### src/hw/rtl/assert_macros.svh
// assertion macros shared by the greyscale converter modules
// no dependencies; included by the files that carry assertions
`ifndef ASSERT_MACROS_SVH
`define ASSERT_MACROS_SVH

// condition in the same cycle
`define P2G_ASSERT_SAME(label, clk, rst_n, ante, cons) \
    label: assert property (@(posedge clk) disable iff (!rst_n) (ante) |-> (cons)) \
        else $error("p2g assertion failed");

// condition in the following cycle
`define P2G_ASSERT_NEXT(label, clk, rst_n, ante, cons) \
    label: assert property (@(posedge clk) disable iff (!rst_n) (ante) |=> (cons)) \
        else $error("p2g assertion failed");

`endif

### src/hw/rtl/p2g_pkg.sv
// package for the pixel to greyscale converter: formats, item kinds, weights
// and the queue item type; no dependencies
package p2g_pkg;

    localparam int PALETTE_ENTRIES = 256;
    localparam int MAP_AW = (PALETTE_ENTRIES > 1) ? $clog2(PALETTE_ENTRIES) : 1;

    localparam int QUEUE_DEPTH = 2;
    localparam int QUEUE_AW = $clog2(QUEUE_DEPTH);
    localparam int QUEUE_CW = $clog2(QUEUE_DEPTH + 1);

    localparam logic [1:0] FMT_INDEXED = 2'd0;
    localparam logic [1:0] FMT_RGB565 = 2'd1;
    localparam logic [1:0] FMT_RGB24 = 2'd2;
    localparam logic [1:0] FMT_RGB32 = 2'd3;
    localparam logic [1:0] FMT_RESET = FMT_RGB24;

    localparam logic [1:0] KIND_PALETTE = 2'd0;
    localparam logic [1:0] KIND_LOOKUP = 2'd1;
    localparam logic [1:0] KIND_DIRECT = 2'd2;

    localparam logic [15:0] WEIGHT_RED = 16'd19595;
    localparam logic [15:0] WEIGHT_GREEN = 16'd38469;
    localparam logic [15:0] WEIGHT_BLUE = 16'd7471;

    typedef struct packed {
        logic [1:0] kind;
        logic [7:0] index;
        logic       in_range;
        logic [7:0] red;
        logic [7:0] green;
        logic [7:0] blue;
    } item_t;

endpackage

### src/hw/rtl/p2g_ram.sv
// generic single write port, single read port ram with registered read
// no dependencies
module p2g_ram #(
    parameter int WIDTH = 8,
    parameter int DEPTH = 256,
    localparam int AW = (DEPTH > 1) ? $clog2(DEPTH) : 1
) (
    input  logic             clk,
    input  logic             we,
    input  logic [AW-1:0]    waddr,
    input  logic [WIDTH-1:0] wdata,
    input  logic             re,
    input  logic [AW-1:0]    raddr,
    output logic [WIDTH-1:0] rdata
);

    logic [WIDTH-1:0] mem [DEPTH];
    logic [WIDTH-1:0] rdata_reg;

    always_ff @(posedge clk)
    begin
        if (we)
        begin
            mem[waddr] <= wdata;
        end
        if (re)
        begin
            rdata_reg <= mem[raddr];
        end
    end

    assign rdata = rdata_reg;

endmodule

### src/hw/rtl/p2g_front.sv
// front end: classifies an incoming transaction by kind and source format
// and unpacks the colour channels; uses p2g_pkg
module p2g_front (
    input  logic             mode,
    input  logic [31:0]      pixel,
    input  logic [7:0]       palette_index,
    input  logic [7:0]       red,
    input  logic [7:0]       green,
    input  logic [7:0]       blue,
    input  logic [1:0]       source_format,
    output p2g_pkg::item_t   item
);

    always_comb
    begin
        item.kind = p2g_pkg::KIND_DIRECT;
        item.index = pixel[7:0];
        item.in_range = ({1'b0, pixel[7:0]} < 9'(p2g_pkg::PALETTE_ENTRIES));
        item.red = pixel[23:16];
        item.green = pixel[15:8];
        item.blue = pixel[7:0];
        if (mode)
        begin
            item.kind = p2g_pkg::KIND_PALETTE;
            item.index = palette_index;
            item.in_range = ({1'b0, palette_index} < 9'(p2g_pkg::PALETTE_ENTRIES));
            item.red = red;
            item.green = green;
            item.blue = blue;
        end
        else
        begin
            unique case (source_format) inside
                p2g_pkg::FMT_INDEXED:
                begin
                    item.kind = p2g_pkg::KIND_LOOKUP;
                end
                p2g_pkg::FMT_RGB565:
                begin
                    item.red = {pixel[15:11], 3'b000};
                    item.green = {pixel[10:5], 2'b00};
                    item.blue = {pixel[4:0], 3'b000};
                end
                p2g_pkg::FMT_RGB24, p2g_pkg::FMT_RGB32:
                begin
                    item.kind = p2g_pkg::KIND_DIRECT;
                end
                default:
                begin
                    item.kind = p2g_pkg::KIND_DIRECT;
                end
            endcase
        end
    end

endmodule

### src/hw/rtl/p2g_queue.sv
// short queue between front and back end
// uses p2g_pkg and assert_macros.svh
`include "assert_macros.svh"

module p2g_queue (
    input  logic           clk,
    input  logic           rst_n,
    input  logic           push,
    input  p2g_pkg::item_t push_item,
    input  logic           pop,
    output logic           full,
    output logic           empty,
    output p2g_pkg::item_t head
);

    p2g_pkg::item_t                  slot_reg [p2g_pkg::QUEUE_DEPTH];
    logic [p2g_pkg::QUEUE_AW-1:0]    wr_ptr_reg;
    logic [p2g_pkg::QUEUE_AW-1:0]    wr_ptr_next;
    logic [p2g_pkg::QUEUE_AW-1:0]    rd_ptr_reg;
    logic [p2g_pkg::QUEUE_AW-1:0]    rd_ptr_next;
    logic [p2g_pkg::QUEUE_CW-1:0]    count_reg;
    logic [p2g_pkg::QUEUE_CW-1:0]    count_next;

    assign full = (count_reg == p2g_pkg::QUEUE_CW'(p2g_pkg::QUEUE_DEPTH));
    assign empty = (count_reg == '0);
    assign head = slot_reg[rd_ptr_reg];

    always_comb
    begin
        wr_ptr_next = wr_ptr_reg;
        rd_ptr_next = rd_ptr_reg;
        count_next = count_reg;
        if (push)
        begin
            wr_ptr_next = wr_ptr_reg + 1'b1;
        end
        if (pop)
        begin
            rd_ptr_next = rd_ptr_reg + 1'b1;
        end
        if (push && !pop)
        begin
            count_next = count_reg + 1'b1;
        end
        else if (pop && !push)
        begin
            count_next = count_reg - 1'b1;
        end
    end

    always_ff @(posedge clk or negedge rst_n)
    begin
        if (!rst_n)
        begin
            wr_ptr_reg <= '0;
            rd_ptr_reg <= '0;
            count_reg <= '0;
        end
        else
        begin
            wr_ptr_reg <= wr_ptr_next;
            rd_ptr_reg <= rd_ptr_next;
            count_reg <= count_next;
        end
    end

    always_ff @(posedge clk)
    begin
        if (push)
        begin
            slot_reg[wr_ptr_reg] <= push_item;
        end
    end

    `P2G_ASSERT_SAME(a_no_pop_empty, clk, rst_n, pop, !empty)
    `P2G_ASSERT_SAME(a_count_bound, clk, rst_n, 1'b1,
        count_reg <= p2g_pkg::QUEUE_CW'(p2g_pkg::QUEUE_DEPTH))

endmodule

### src/hw/rtl/p2g_back.sv
// back end: weight multiplies, grey map write and lookup, output register
// uses p2g_pkg, p2g_ram and assert_macros.svh
`include "assert_macros.svh"

module p2g_back (
    input  logic           clk,
    input  logic           rst_n,
    input  logic           empty,
    input  p2g_pkg::item_t head,
    output logic           pop,
    output logic           out_valid,
    input  logic           out_stall,
    output logic [7:0]     grey
);

    logic                              adv;
    logic                              b_valid_reg;
    logic [1:0]                        b_kind_reg;
    logic [p2g_pkg::MAP_AW-1:0]        b_addr_reg;
    logic                              b_in_range_reg;
    logic [23:0]                       b_prod_r_reg;
    logic [23:0]                       b_prod_g_reg;
    logic [23:0]                       b_prod_b_reg;
    logic                              b_map_valid_reg;
    logic                              b_hit_reg;
    logic [7:0]                        b_byp_reg;
    logic [p2g_pkg::PALETTE_ENTRIES-1:0] map_valid_reg;
    logic [p2g_pkg::MAP_AW-1:0]        head_addr;
    logic                              hit;
    logic                              map_we;
    logic [7:0]                        map_q;
    logic [25:0]                       palette_sum;
    logic [9:0]                        direct_sum;
    logic [7:0]                        b_grey;
    logic                              out_valid_reg;
    logic [7:0]                        grey_reg;

    assign adv = !out_valid_reg || !out_stall;
    assign pop = adv && !empty;
    assign head_addr = head.index[p2g_pkg::MAP_AW-1:0];

    // write in flight to the address being read
    assign hit = b_valid_reg && (b_kind_reg == p2g_pkg::KIND_PALETTE) && b_in_range_reg
        && (b_addr_reg == head_addr);

    assign palette_sum = 26'(b_prod_r_reg) + 26'(b_prod_g_reg) + 26'(b_prod_b_reg);
    assign direct_sum = 10'(b_prod_r_reg[23:16]) + 10'(b_prod_g_reg[23:16])
        + 10'(b_prod_b_reg[23:16]);

    always_comb
    begin
        unique case (b_kind_reg)
            p2g_pkg::KIND_PALETTE:
            begin
                b_grey = palette_sum[23:16];
            end
            p2g_pkg::KIND_LOOKUP:
            begin
                if (!b_in_range_reg)
                begin
                    b_grey = '0;
                end
                else if (b_hit_reg)
                begin
                    b_grey = b_byp_reg;
                end
                else if (b_map_valid_reg)
                begin
                    b_grey = map_q;
                end
                else
                begin
                    b_grey = '0;
                end
            end
            default:
            begin
                b_grey = direct_sum[7:0];
            end
        endcase
    end

    assign map_we = adv && b_valid_reg && (b_kind_reg == p2g_pkg::KIND_PALETTE)
        && b_in_range_reg;

    p2g_ram #(
        .WIDTH(8),
        .DEPTH(p2g_pkg::PALETTE_ENTRIES)
    ) u_grey_map (
        .clk  (clk),
        .we   (map_we),
        .waddr(b_addr_reg),
        .wdata(b_grey),
        .re   (pop),
        .raddr(head_addr),
        .rdata(map_q)
    );

    always_ff @(posedge clk or negedge rst_n)
    begin
        if (!rst_n)
        begin
            b_valid_reg <= 1'b0;
            out_valid_reg <= 1'b0;
            map_valid_reg <= '0;
        end
        else
        begin
            if (adv)
            begin
                b_valid_reg <= !empty;
                out_valid_reg <= b_valid_reg && (b_kind_reg != p2g_pkg::KIND_PALETTE);
            end
            if (map_we)
            begin
                map_valid_reg[b_addr_reg] <= 1'b1;
            end
        end
    end

    always_ff @(posedge clk)
    begin
        if (pop)
        begin
            b_kind_reg <= head.kind;
            b_addr_reg <= head_addr;
            b_in_range_reg <= head.in_range;
            b_prod_r_reg <= 24'(head.red) * 24'(p2g_pkg::WEIGHT_RED);
            b_prod_g_reg <= 24'(head.green) * 24'(p2g_pkg::WEIGHT_GREEN);
            b_prod_b_reg <= 24'(head.blue) * 24'(p2g_pkg::WEIGHT_BLUE);
            b_map_valid_reg <= map_valid_reg[head_addr];
            b_hit_reg <= hit;
            b_byp_reg <= b_grey;
        end
        if (adv)
        begin
            grey_reg <= b_grey;
        end
    end

    assign out_valid = out_valid_reg;
    assign grey = grey_reg;

    `P2G_ASSERT_NEXT(a_palette_no_result, clk, rst_n,
        adv && b_valid_reg && (b_kind_reg == p2g_pkg::KIND_PALETTE), !out_valid_reg)
    `P2G_ASSERT_NEXT(a_pixel_result, clk, rst_n,
        adv && b_valid_reg && (b_kind_reg != p2g_pkg::KIND_PALETTE), out_valid_reg)

endmodule

### src/hw/rtl/pixel_to_greyscale_unit.sv
// pixel to greyscale converter, top level; uses p2g_pkg, p2g_front, p2g_queue, p2g_back
// a pixel transaction passes through the queue slot, the back-end stage registers and the output register
// throughput: one transaction per cycle while the output is not stalled, set by the queue pop and map read
// reset: source format returns to 24-bit rgb, grey map valid bits clear at once
// (no clearing pass), queue and output empty
module pixel_to_greyscale_unit (
    input  logic        clk,
    input  logic        rst_n,
    input  logic        in_valid,
    output logic        in_stall,
    input  logic        mode,
    input  logic [31:0] pixel,
    input  logic [7:0]  palette_index,
    input  logic [7:0]  red,
    input  logic [7:0]  green,
    input  logic [7:0]  blue,
    output logic        out_valid,
    input  logic        out_stall,
    output logic [7:0]  grey,
    input  logic        cfg_valid,
    output logic        cfg_ready,
    input  logic [1:0]  cfg_data
);

    logic [1:0]     source_format_reg;
    p2g_pkg::item_t front_item;
    p2g_pkg::item_t head;
    logic           q_full;
    logic           q_empty;
    logic           q_pop;
    logic           q_push;

    assign cfg_ready = 1'b1;

    always_ff @(posedge clk or negedge rst_n)
    begin
        if (!rst_n)
        begin
            source_format_reg <= p2g_pkg::FMT_RESET;
        end
        else if (cfg_valid && cfg_ready)
        begin
            source_format_reg <= cfg_data;
        end
    end

    assign in_stall = q_full;
    assign q_push = in_valid && !q_full;

    p2g_front u_front (
        .mode         (mode),
        .pixel        (pixel),
        .palette_index(palette_index),
        .red          (red),
        .green        (green),
        .blue         (blue),
        .source_format(source_format_reg),
        .item         (front_item)
    );

    p2g_queue u_queue (
        .clk      (clk),
        .rst_n    (rst_n),
        .push     (q_push),
        .push_item(front_item),
        .pop      (q_pop),
        .full     (q_full),
        .empty    (q_empty),
        .head     (head)
    );

    p2g_back u_back (
        .clk      (clk),
        .rst_n    (rst_n),
        .empty    (q_empty),
        .head     (head),
        .pop      (q_pop),
        .out_valid(out_valid),
        .out_stall(out_stall),
        .grey     (grey)
    );

endmodule

### config.mk
export PLATFORM = sky130hd
export DESIGN_NAME = pixel_to_greyscale_unit
export DESIGN_NICKNAME = d
export VERILOG_FILES = /design/src/hw/rtl/p2g_pkg.sv /design/src/hw/rtl/p2g_ram.sv /design/src/hw/rtl/p2g_front.sv /design/src/hw/rtl/p2g_queue.sv /design/src/hw/rtl/p2g_back.sv /design/src/hw/rtl/pixel_to_greyscale_unit.sv
export VERILOG_INCLUDE_DIRS = /design/src /design/src/hw/rtl
export SDC_FILE = /design/constraint.sdc
export NUM_CORES = 2
export LEC_CHECK = 0
export BUFFER_PORTS_ARGS = -buffer_cell sky130_fd_sc_hd__buf_2
export CAP_MARGIN = 5
export CORE_ASPECT_RATIO = 0.5
export CORE_MARGIN = 2
export CORE_UTILIZATION = 40
export CTS_BUF_LIST = sky130_fd_sc_hd__clkbuf_16
export DETAILED_ROUTE_END_ITERATION = 8
export HOLD_SLACK_MARGIN = 0.03
export PLACE_DENSITY = 0.55
export SLEW_MARGIN = 30
export SYNTH_ARGS = -nofsm -noshare
export SYNTH_HDL_FRONTEND = slang
export SYNTH_SLANG_ARGS = --single-unit
export TNS_END_PERCENT = 100
### constraint.sdc
create_clock -name clk -period 38.9 [get_ports clk]
set_input_delay 7.78 -clock clk [delete_from_list [all_inputs] [get_ports clk]]
set_output_delay 7.78 -clock clk [all_outputs]
set_load 0.01 [all_outputs]
==> flow_results.xml <==
<?xml version="1.0" encoding="UTF-8"?>
<metrics>
  <group name="routing">
    <metric name="firstDrtPassIters" unit="">7</metric>
    <metric name="detailroute.via_count" unit="">62600</metric>
    <metric name="ant_nets" unit="">0</metric>
    <metric name="viasPerCell" unit="">5.69</metric>
    <metric name="detail_route.iter0.violations" unit="">7004</metric>
    <metric name="detail_route.wl_per_cell" unit="µm">27.5</metric>
    <metric name="total_wire_length" unit="µm">303000</metric>
    <metric name="drc" unit="">0</metric>
  </group>
  <group name="critical_path">
    <metric name="worstPathArrival" unit="ns">11.34</metric>
    <metric name="cp_max_fo" unit="">16</metric>
    <metric name="critPathKind" unit="">in2reg</metric>
    <metric name="cp_data_required_time" unit="ns">39.35</metric>
    <metric name="cp-end-kind" unit="">flip-flop</metric>
    <metric name="timing.critical_path.from_type" unit="">input pin</metric>
  </group>
  <group name="timing">
    <metric name="hold_viol" unit="">0</metric>
    <metric name="timing_worst_slew_pin_value" unit="ns">1.05</metric>
    <metric name="max-slew-margin-rel" unit="%">28.0</metric>
    <metric name="achievable_freq" unit="GHz">0.0918</metric>
    <metric name="fin_ws" unit="ns">28.01</metric>
    <metric name="skew_final" unit="ns">0.0726</metric>
    <metric name="fin_setup_tns" unit="ns">0</metric>
    <metric name="period_minus_slack" unit="ns">10.89</metric>
    <metric name="maxSlewViolCount" unit="">0</metric>
    <metric name="finalSetupViolCount" unit="">0</metric>
    <metric name="share_of_the_clock_period_used_by_the_worst_path_after_layout" unit="%">28.0</metric>
    <metric name="rsz0062_at_grt" unit="">false</metric>
  </group>
  <group name="placed_design">
    <metric name="port-buffer-count" unit="">73</metric>
    <metric name="routabilityCongestion" unit="">0.830</metric>
    <metric name="dpl.cell_count" unit="">10600</metric>
    <metric name="post-dp-hpwl" unit="µm">182000</metric>
    <metric name="preCtsSetupSlack" unit="ns">27.39</metric>
  </group>
  <group name="global_routing">
    <metric name="grt_pass1_wl" unit="µm">434000</metric>
    <metric name="first_global_vias" unit="">59900</metric>
    <metric name="antenna_found_initial" unit="">17</metric>
    <metric name="grt.total_usage" unit="%">22.2</metric>
    <metric name="groute.layer.met3.usage" unit="%">4.00</metric>
    <metric name="global_route.peak_usage_layer" unit="">met2</metric>
    <metric name="overflow" unit="">0</metric>
    <metric name="use_met1" unit="%">32.8</metric>
    <metric name="use_met2" unit="%">34.0</metric>
    <metric name="grt_start_max_net_pins" unit="">184</metric>
  </group>
  <group name="floorplanning">
    <metric name="rows" unit="">132</metric>
    <metric name="io_pins" unit="">83</metric>
    <metric name="placeableCoreArea" unit="µm²">260000</metric>
    <metric name="die_w" unit="µm">728</metric>
    <metric name="fp.dieH" unit="µm">366</metric>
    <metric name="die_area" unit="µm²">267000</metric>
    <metric name="initial_utilization" unit="%">40.4</metric>
  </group>
  <group name="clock_network">
    <metric name="cts_num_sinks" unit="">2484</metric>
    <metric name="number_of_buffers_added_to_fix_hold_violations_after_cts" unit="">0</metric>
    <metric name="clock-root-buffer" unit="">clkbuf_16</metric>
    <metric name="htree_num_levels" unit="">4</metric>
    <metric name="post-cts-setup-buffers" unit="">0</metric>
    <metric name="worst_skew_pair.late_latency" unit="ns">0.90</metric>
    <metric name="cts_made_buffers" unit="">231</metric>
    <metric name="clock_slew_seen_by_the_registers_of_the_worst_setup_and_hold_paths" unit="ns">0.06</metric>
    <metric name="tritoncts" unit="">done</metric>
    <metric name="post_cts_resized" unit="">0</metric>
    <metric name="cts_buffer_depth" unit="">4</metric>
  </group>
  <group name="final_layout">
    <metric name="mostFrequentLayoutCells" unit="">2220 x edfxtp_1, 1078 x nand2_1, 421 x a21oi_1</metric>
    <metric name="layoutNonFillerInstCount" unit="">11000</metric>
    <metric name="layout_commonest_cell" unit="">edfxtp_1</metric>
    <metric name="drive_above_1_share" unit="%">13.7</metric>
    <metric name="finalNetCount" unit="">7682</metric>
    <metric name="multi_input_combinational_cell_area" unit="µm²">29500</metric>
    <metric name="filler_cell_count" unit="">23100</metric>
    <metric name="number_of_flip_flops_in_the_largest_register" unit="">2048</metric>
    <metric name="finalCoreUtilization" unit="%">44.9</metric>
    <metric name="seqCellArea" unit="µm²">73300</metric>
    <metric name="synthToLayoutAreaGrowth" unit="%">11.1</metric>
  </group>
  <group name="synth">
    <metric name="synth_enable_flop_cells" unit="">2220</metric>
    <metric name="synthTopCellsByArea" unit="">edfxtp_1 64%, dfrtp_1 6.3%, mux2i_1 4.0%, nand2_1 3.9%, mux4_2 3.0%</metric>
    <metric name="yosys_most_used_dff" unit="">edfxtp_1</metric>
    <metric name="ys_async_sr_fraction" unit="%">10.6</metric>
    <metric name="synth.cell_area" unit="µm²">105000</metric>
    <metric name="synth_cells" unit="">7288</metric>
    <metric name="synth_fp_nets" unit="">7645</metric>
    <metric name="synthesis.area_per_instance" unit="µm²">14.4</metric>
    <metric name="ys_types" unit="">78</metric>
    <metric name="synth-seq-area-share" unit="%">69.8</metric>
    <metric name="synth-seq-cells" unit="">2484</metric>
    <metric name="synth.largest_area_cell" unit="">edfxtp_1</metric>
    <metric name="synth.yosys.warnings" unit="">0</metric>
    <metric name="netlist.area_leader.share" unit="%">63.5</metric>
  </group>
  <group name="status">
    <metric name="outcome" unit="">complete, no violations</metric>
  </group>
  <group name="flow_run">
    <metric name="max_cap_violations" unit="">0</metric>
  </group>
  <group name="worst_hold_path">
    <metric name="worst_hold_path_type" unit="">reg2reg</metric>
  </group>
</metrics>
-- worst max-delay path, cell delays in order --
cell	delay, ns
buf_2	0.11
a21oi_1	0.60
nor3b_2	0.86
nand3_1	0.89
nor2_1	1.07
-- path summary, 6_finish.rpt --
check,from,endpoint,slack (ns),depth (start not counted)
worst max register to register,u_queue.rd_ptr_reg,u_back.u_grey_map.rdata[4],32.05,13
worst max-delay path,out_stall,u_back.u_grey_map.mem[202][1],28.01,5
worst min-delay path,u_back.map_valid_reg[149],u_back.map_valid_reg[149],0.46,1
worst min register to register,u_back.map_valid_reg[149],u_back.map_valid_reg[149],0.46,1
max in group asynchronous,rst_n,u_back.map_valid_reg[202],29.87,3
min in group asynchronous,rst_n,u_back.map_valid_reg[148],6.86,1
-- per-layer routing --
| metal | part of all wire [%] | wire length [µm] |
|---|---|---|
| met5 | 0.014 | 41 |
| met4 | 2.5 | 7430 |
| met1 | 44 | 134000 |
| met2 | 45 | 138000 |
| met3 | 7.8 | 23700 |
-- cell families (layout without fill, tap and decap cells) --
kind of cell               after synthesis  count (layout)  synth area share (%)
xor gates and xnor gates                62              62                 0.517
buffers and inverters                  577             807                  2.44
AOI/OAI and AO/OA                     1032            1032                  6.35
adders and majority gates              285             285                  3.98
other                                    1              13               0.00357
and+or+nand+nor                       2256            2256                  9.54
muxes                                  591             591                  7.36
DFF                                   2484            2484                  69.8
-- cells in the mapped netlist, types with 28 or more instances --
cell,number
a21oi_1,422
a31oi_1,69
and3_1,33
buf_1,53
buf_2,103
buf_4,34
clkbuf_1,195
dfrtp_1,263
edfxtp_1,2220
fa_1,82
ha_1,203
inv_1,170
mux2_2,29
mux2i_1,420
mux4_2,140
nand2_1,1088
nand3_1,325
nor2_1,347
nor3_1,107
o211ai_1,28
o21ai_0,114
o221ai_1,173
o22ai_1,34
or2_2,259
xnor2_1,53
-- through the flow --
| step | hold WS (ns) | instance area (µm²) |
|---|---|---|
| after floorplan | 0.434 | 105000 |
| after global placement | 0.445 | 109000 |
| after detailed placement | 0.448 | 109000 |
| after CTS | 0.463 | 116000 |
| after global routing | 0.466 | 117000 |
| final | 0.462 | 117000 |
-- final cells by class --
| class | instances | area share [%] |
|---|---|---|
| diodes | 12 | 0.0258 |
| clock buffers | 238 | 5.11 |
| clock inverters | 188 | 0.938 |
| inverters | 174 | 0.584 |
| multi-input cells | 4227 | 25.3 |
| flip-flops and latches | 2484 | 62.8 |
| well taps | 3484 | 3.74 |
| repair buffers | 207 | 1.44 |
Power is left out: the tool's default activity adds up to more than one toggle a clock period on the data nets, which glitch-free logic cannot reach.
